==> src/arm_forward_kinematics_core_macros.svh <==
// Assertion macros shared by the arm forward kinematics modules.
`ifndef ARM_FORWARD_KINEMATICS_CORE_MACROS_SVH
`define ARM_FORWARD_KINEMATICS_CORE_MACROS_SVH
// Implication checked on every rising clock edge outside reset.
`define AFK_ASSERT_IMP(label, clk, rst_n, ante, cons, msg) \
  label: assert property (@(posedge clk) disable iff (!rst_n) (ante) |-> (cons)) \
    else $error(msg);
// Next-cycle implication checked outside reset.
`define AFK_ASSERT_NXT(label, clk, rst_n, ante, cons, msg) \
  label: assert property (@(posedge clk) disable iff (!rst_n) (ante) |=> (cons)) \
    else $error(msg);
`endif

==> src/afk_pkg.sv <==
// Package with types, constants and the arctangent table of the arm kinematics core.
`default_nettype none
package afk_pkg;
  localparam int JointCount  = 5;
  localparam int InJoints    = 5;
  localparam int CordicSteps = 16;
  localparam int AngW        = 20;
  localparam int CsW         = 18;
  localparam int PosW        = 40;
  localparam int OutW        = 20;
  localparam int CellCount   = JointCount * CordicSteps + 2 * JointCount;
  localparam logic signed [AngW-1:0] PiQ16     = AngW'(205887);
  localparam logic signed [AngW-1:0] HalfPiQ16 = AngW'(102944);
  localparam logic signed [CsW-1:0]  CordicX0  = CsW'(39797);

  typedef enum logic [1:0] {
    AXIS_X = 2'd0,
    AXIS_Y = 2'd1,
    AXIS_Z = 2'd2,
    AXIS_Z_ALT = 2'd3
  } axis_t;

  typedef enum logic [2:0] {
    REG_BASE_LIFT = 3'd0,
    REG_LINK0     = 3'd1,
    REG_LINK1     = 3'd2,
    REG_LINK2     = 3'd3,
    REG_LINK3     = 3'd4,
    REG_TOOL      = 3'd5,
    REG_AXES      = 3'd6
  } reg_idx_t;

  typedef logic signed [15:0] ang_in_t;
  typedef logic signed [PosW-1:0] pos_t;

  // One beat travelling down the chain: position, remaining angles, live CORDIC.
  typedef struct packed {
    logic                        vld;
    pos_t                        px;
    pos_t                        py;
    pos_t                        pz;
    logic signed [CsW-1:0]       cx;
    logic signed [CsW-1:0]       cy;
    logic signed [AngW-1:0]      cz;
    logic                        neg;
    logic [JointCount-1:0][15:0] ang;
  } beat_t;

  function automatic logic signed [AngW-1:0] atan_q16(input logic [3:0] i);
    logic signed [AngW-1:0] r;
    case (i)
      4'd0: r = AngW'(51472);
      4'd1: r = AngW'(30386);
      4'd2: r = AngW'(16055);
      4'd3: r = AngW'(8150);
      4'd4: r = AngW'(4091);
      4'd5: r = AngW'(2047);
      4'd6: r = AngW'(1024);
      4'd7: r = AngW'(512);
      4'd8: r = AngW'(256);
      4'd9: r = AngW'(128);
      4'd10: r = AngW'(64);
      4'd11: r = AngW'(32);
      4'd12: r = AngW'(16);
      4'd13: r = AngW'(8);
      4'd14: r = AngW'(4);
      default: r = AngW'(2);
    endcase
    return r;
  endfunction
endpackage
`default_nettype wire

==> src/afk_cordic_cell.sv <==
// One CORDIC micro-rotation cell; the step index is fixed by the instance.
`default_nettype none
module afk_cordic_cell (
  input  wire logic          clk,
  input  wire logic          rst_n,
  input  wire logic [3:0]    step,
  input  wire afk_pkg::beat_t din,
  output afk_pkg::beat_t     dout
);
  import afk_pkg::*;
  beat_t dout_r, dout_nxt;
  logic signed [CsW-1:0] xs, ys;

  always_comb begin
    xs = din.cx >>> step;
    ys = din.cy >>> step;
    dout_nxt = din;
    if (!din.cz[AngW-1]) begin
      dout_nxt.cx = din.cx - ys;
      dout_nxt.cy = din.cy + xs;
      dout_nxt.cz = din.cz - atan_q16(step);
    end else begin
      dout_nxt.cx = din.cx + ys;
      dout_nxt.cy = din.cy - xs;
      dout_nxt.cz = din.cz + atan_q16(step);
    end
  end

  always_ff @(posedge clk) begin
    if (!rst_n) begin
      dout_r <= '0;
    end else begin
      dout_r <= dout_nxt;
    end
  end
  assign dout = dout_r;
endmodule
`default_nettype wire

==> config.mk <==
export PLATFORM = sky130hd
export DESIGN_NAME = afk_cordic_cell
export DESIGN_NICKNAME = d
export VERILOG_FILES = /design/src/arm_forward_kinematics_core_macros.svh /design/src/afk_pkg.sv /design/src/afk_cordic_cell.sv
export SDC_FILE = /design/constraint.sdc
export NUM_CORES = 1
export LEC_CHECK = 0
export BUFFER_PORTS_ARGS = -buffer_cell sky130_fd_sc_hd__buf_2
export CAP_MARGIN = 40
export CORE_AREA = 2 2 202 204
export DETAILED_ROUTE_END_ITERATION = 10
export DIE_AREA = 0 0 204 206
export PLACE_DENSITY = 0.59
export SLEW_MARGIN = 0
export SYNTH_ARGS = -nofsm -noshare
export SYNTH_HDL_FRONTEND = slang
export SYNTH_SLANG_ARGS = --single-unit
export TNS_END_PERCENT = 100
==> constraint.sdc <==
create_clock -name clk -period 7.1 [get_ports clk]
set_input_delay 1.42 -clock clk [delete_from_list [all_inputs] [get_ports clk]]
set_output_delay 1.42 -clock clk [all_outputs]
set_load 0.02 [all_outputs]
==> results.yml <==
run_status:
  status: "finished clean"
floorplan:
  die_h_um: 206
  io_pins: 522
  fp.dieArea_um2: 42000
  core_area_um2: 40200
  die_x_um: 204
  rows: 74
  start_util_pct: 30.8
power:
  p_sw_mw: 1.45
  combPwrFrac_pct: 28.6
  clockPowerShare_pct: 34.8
  switching_share_pct: 32.8
  internal-power_mw: 2.96
  total_power_mw: 4.41
  vdd_drop_max_mv: 0.223
  power_density_nw_per_um2: 268
  p_seq_share_pct: 36.7
  leakage_nw: 7.92
clocking:
  h-tree-depth: 1
  cts_tree: "done"
  cts.path.max_buffers: 3
  clock_sinks: 258
  clkTransAtPathRegs_ns: 0.06
  cts_root_buf: "clkbuf_16"
  cts_setup_buffers: 0
  numCtsBuffers: 30
  ctsHoldBuffers: 0
  cts_resized: 0
worst_setup_path:
  startpoint_type: "input port"
  crit_type: "in2reg"
  critPathCaptureType: "flop"
  crit_path_start: "step[0]"
  cp_max_fo: 30
  worstPathArrival_ns: 6.36
  worstPathRequired_ns: 7.54
detailed_routing:
  wl_per_cell_um: 21.8
  route.detailed.drc: 0
  drtIter0Drc: 704
  first_pass_iters: 5
  ant_nets: 0
  vias: 11200
  vias_per_cell: 4.87
  routed_wl_um: 50100
yosys:
  synth_area_um2: 12400
  ys_seq_area_share_pct: 41.7
  synthArstFlopShare_pct: 0
  synth_cells: 1235
  ys.flop_type: "dfxtp_1"
  ys_seq_elements: 258
  avgSynthCellArea_um2: 10.0
  synth.distinct_cells: 72
  synth_edf_count: 0
  synthesis.nets: 1566
  yosys_warnings: 0
hold_path:
  hold_path.class: "in2reg"
  min_from: "din[152]"
sta:
  fmax_mhz: 169
  worst_pin_slew_ns: 0.796
  hold_viol_final: 0
  finalSetupViolCount: 0
  fin_crit_ns: 5.92
  grt_setup_unrepaired: "false"
  relSlewSlack_pct: 46.8
  finalWorstSetupSlack_ns: 1.18
  slew_violations: 0
  fin_worst_hold_slack_ns: 1.05
  fin_crit_sh_pct: 83.4
  tns_ns: 0
finish:
  drive_gt1_share_pct: 36.3
  layout_commonest_cell: "buf_2"
  layout_common_cells: "520 x buf_2, 258 x dfxtp_1, 217 x and2_1"
  synthToLayoutAreaGrowth_pct: 32.8
  largest_register_ff_count: 258
  finish.utilization_pct: 40.9
  fin_nets: 2067
placement:
  place_ws_ns: 0.697
  io_buffer_count: 521
  place.gp.congestion: 0.916
  hpwl_um: 40100
global_route:
  grt_pass1_vias: 10900
  grtUsageTotal_pct: 22.7
  grt_antenna_before_repair: 14
  grt_pass1_wl_um: 71200
  grt_max_degree: 101
  overflow: 0
run:
  maxCapViolations: 0
==> metrics by stage <==
step	area [µm²]	cells
after floorplan	12400	1235
after global placement	15400	2234
after detailed placement	15400	2236
after CTS	16400	2292
after global routing	16400	2293
final	16500	2296
==> synthesized netlist by cell type (all sizes together), types with 4 or more instances <==
| cell | count | area, µm² |
|---|---|---|
| mux2i | 24 | 240 |
| nor2b | 4 | 25.0 |
| nor3b | 4 | 30.0 |
| dfxtp | 258 | 5160 |
| o21ai | 41 | 205 |
| nor2 | 79 | 297 |
| buf | 22 | 211 |
| and2 | 217 | 1360 |
| nand2 | 54 | 205 |
| o211a | 4 | 40.0 |
| xnor2 | 42 | 368 |
| mux2 | 14 | 158 |
| o21a | 10 | 75.1 |
| ha | 64 | 801 |
| xor2 | 40 | 350 |
| inv | 24 | 90.1 |
| nand2b | 13 | 81.3 |
| or2 | 5 | 31.3 |
| nor3 | 24 | 120 |
| a21boi | 5 | 37.5 |
| a21oi | 61 | 305 |
| mux4 | 37 | 890 |
| clkbuf | 41 | 154 |
| o211ai | 6 | 45.0 |
| a31oi | 19 | 119 |
| and3 | 10 | 62.6 |
| o21bai | 6 | 45.0 |
| nand3 | 15 | 75.1 |
| a21o | 14 | 105 |
| or3 | 9 | 61.3 |
| a22oi | 5 | 37.5 |
| a211oi | 10 | 87.6 |
| nor4 | 4 | 25.0 |
==> power by group through the flow <==
stage | logic [mW] | clock network (mW) | registers (mW)
finish | 1.26 | 1.53 | 1.62
global route | 1.37 | 1.64 | 1.63
CTS | 1.27 | 1.58 | 1.62
detailed placement | 1.26 | 0 | 1.65
global placement | 1.26 | 0 | 1.65
floorplan | 0.639 | 0 | 1.83
==> layer usage <==
layer	vias up	global-route usage, %	part of all wire, %
met2	426	40.3	49
met3	66	4.32	6.9
met5	-	0	0.096
met1	5358	28.8	42
met4	6	4.48	1.7
li1	5319	-	-
==> final timing paths <==
path	endpoint	slack (ns)	cells past startpoint
max	dout[99]	1.18	20
min	dout[152]	1.05	2
==> cell families after synthesis <==
kind of cell             share of synthesized area [%]
AO/OA/AOI/OAI                                     11.4
XOR/XNOR                                          5.80
adder cells (fa/ha/maj)                           6.95
buffers and inverters                             3.71
flip-flops                                        41.7
multiplexers                                      10.4
AND/OR/NAND/NOR                                   20.1
==> critical path, cell delays in order <==
cell	delay [ns]
buf_2	0.56
inv_1	0.14
ha_1	0.27
or2_2	0.28
a31oi_1	0.25
nor4b_1	0.48
nand2_1	0.13
or4_1	0.55
a21oi_1	0.15
nor2_1	0.11
xnor2_1	0.17
ha_1	0.37
and3_1	0.28
and3_1	0.18
o211ai_1	0.12
a41oi_1	0.27
nor3_1	0.09
o31ai_1	0.29
xnor2_1	0.17
nor2_1	0.06
==> layout make-up <==
type | instances | area [µm²]
repair buffers | 532 | 2750
flip-flops and latches | 258 | 5160
clock buffers | 39 | 845
inverters | 25 | 93.8
diodes | 4 | 10.0
clock inverters | 17 | 154
fillers | 4049 | 23700
well taps | 532 | 666
multi-input cells | 889 | 6770
Power figures use the tool's default switching activity.
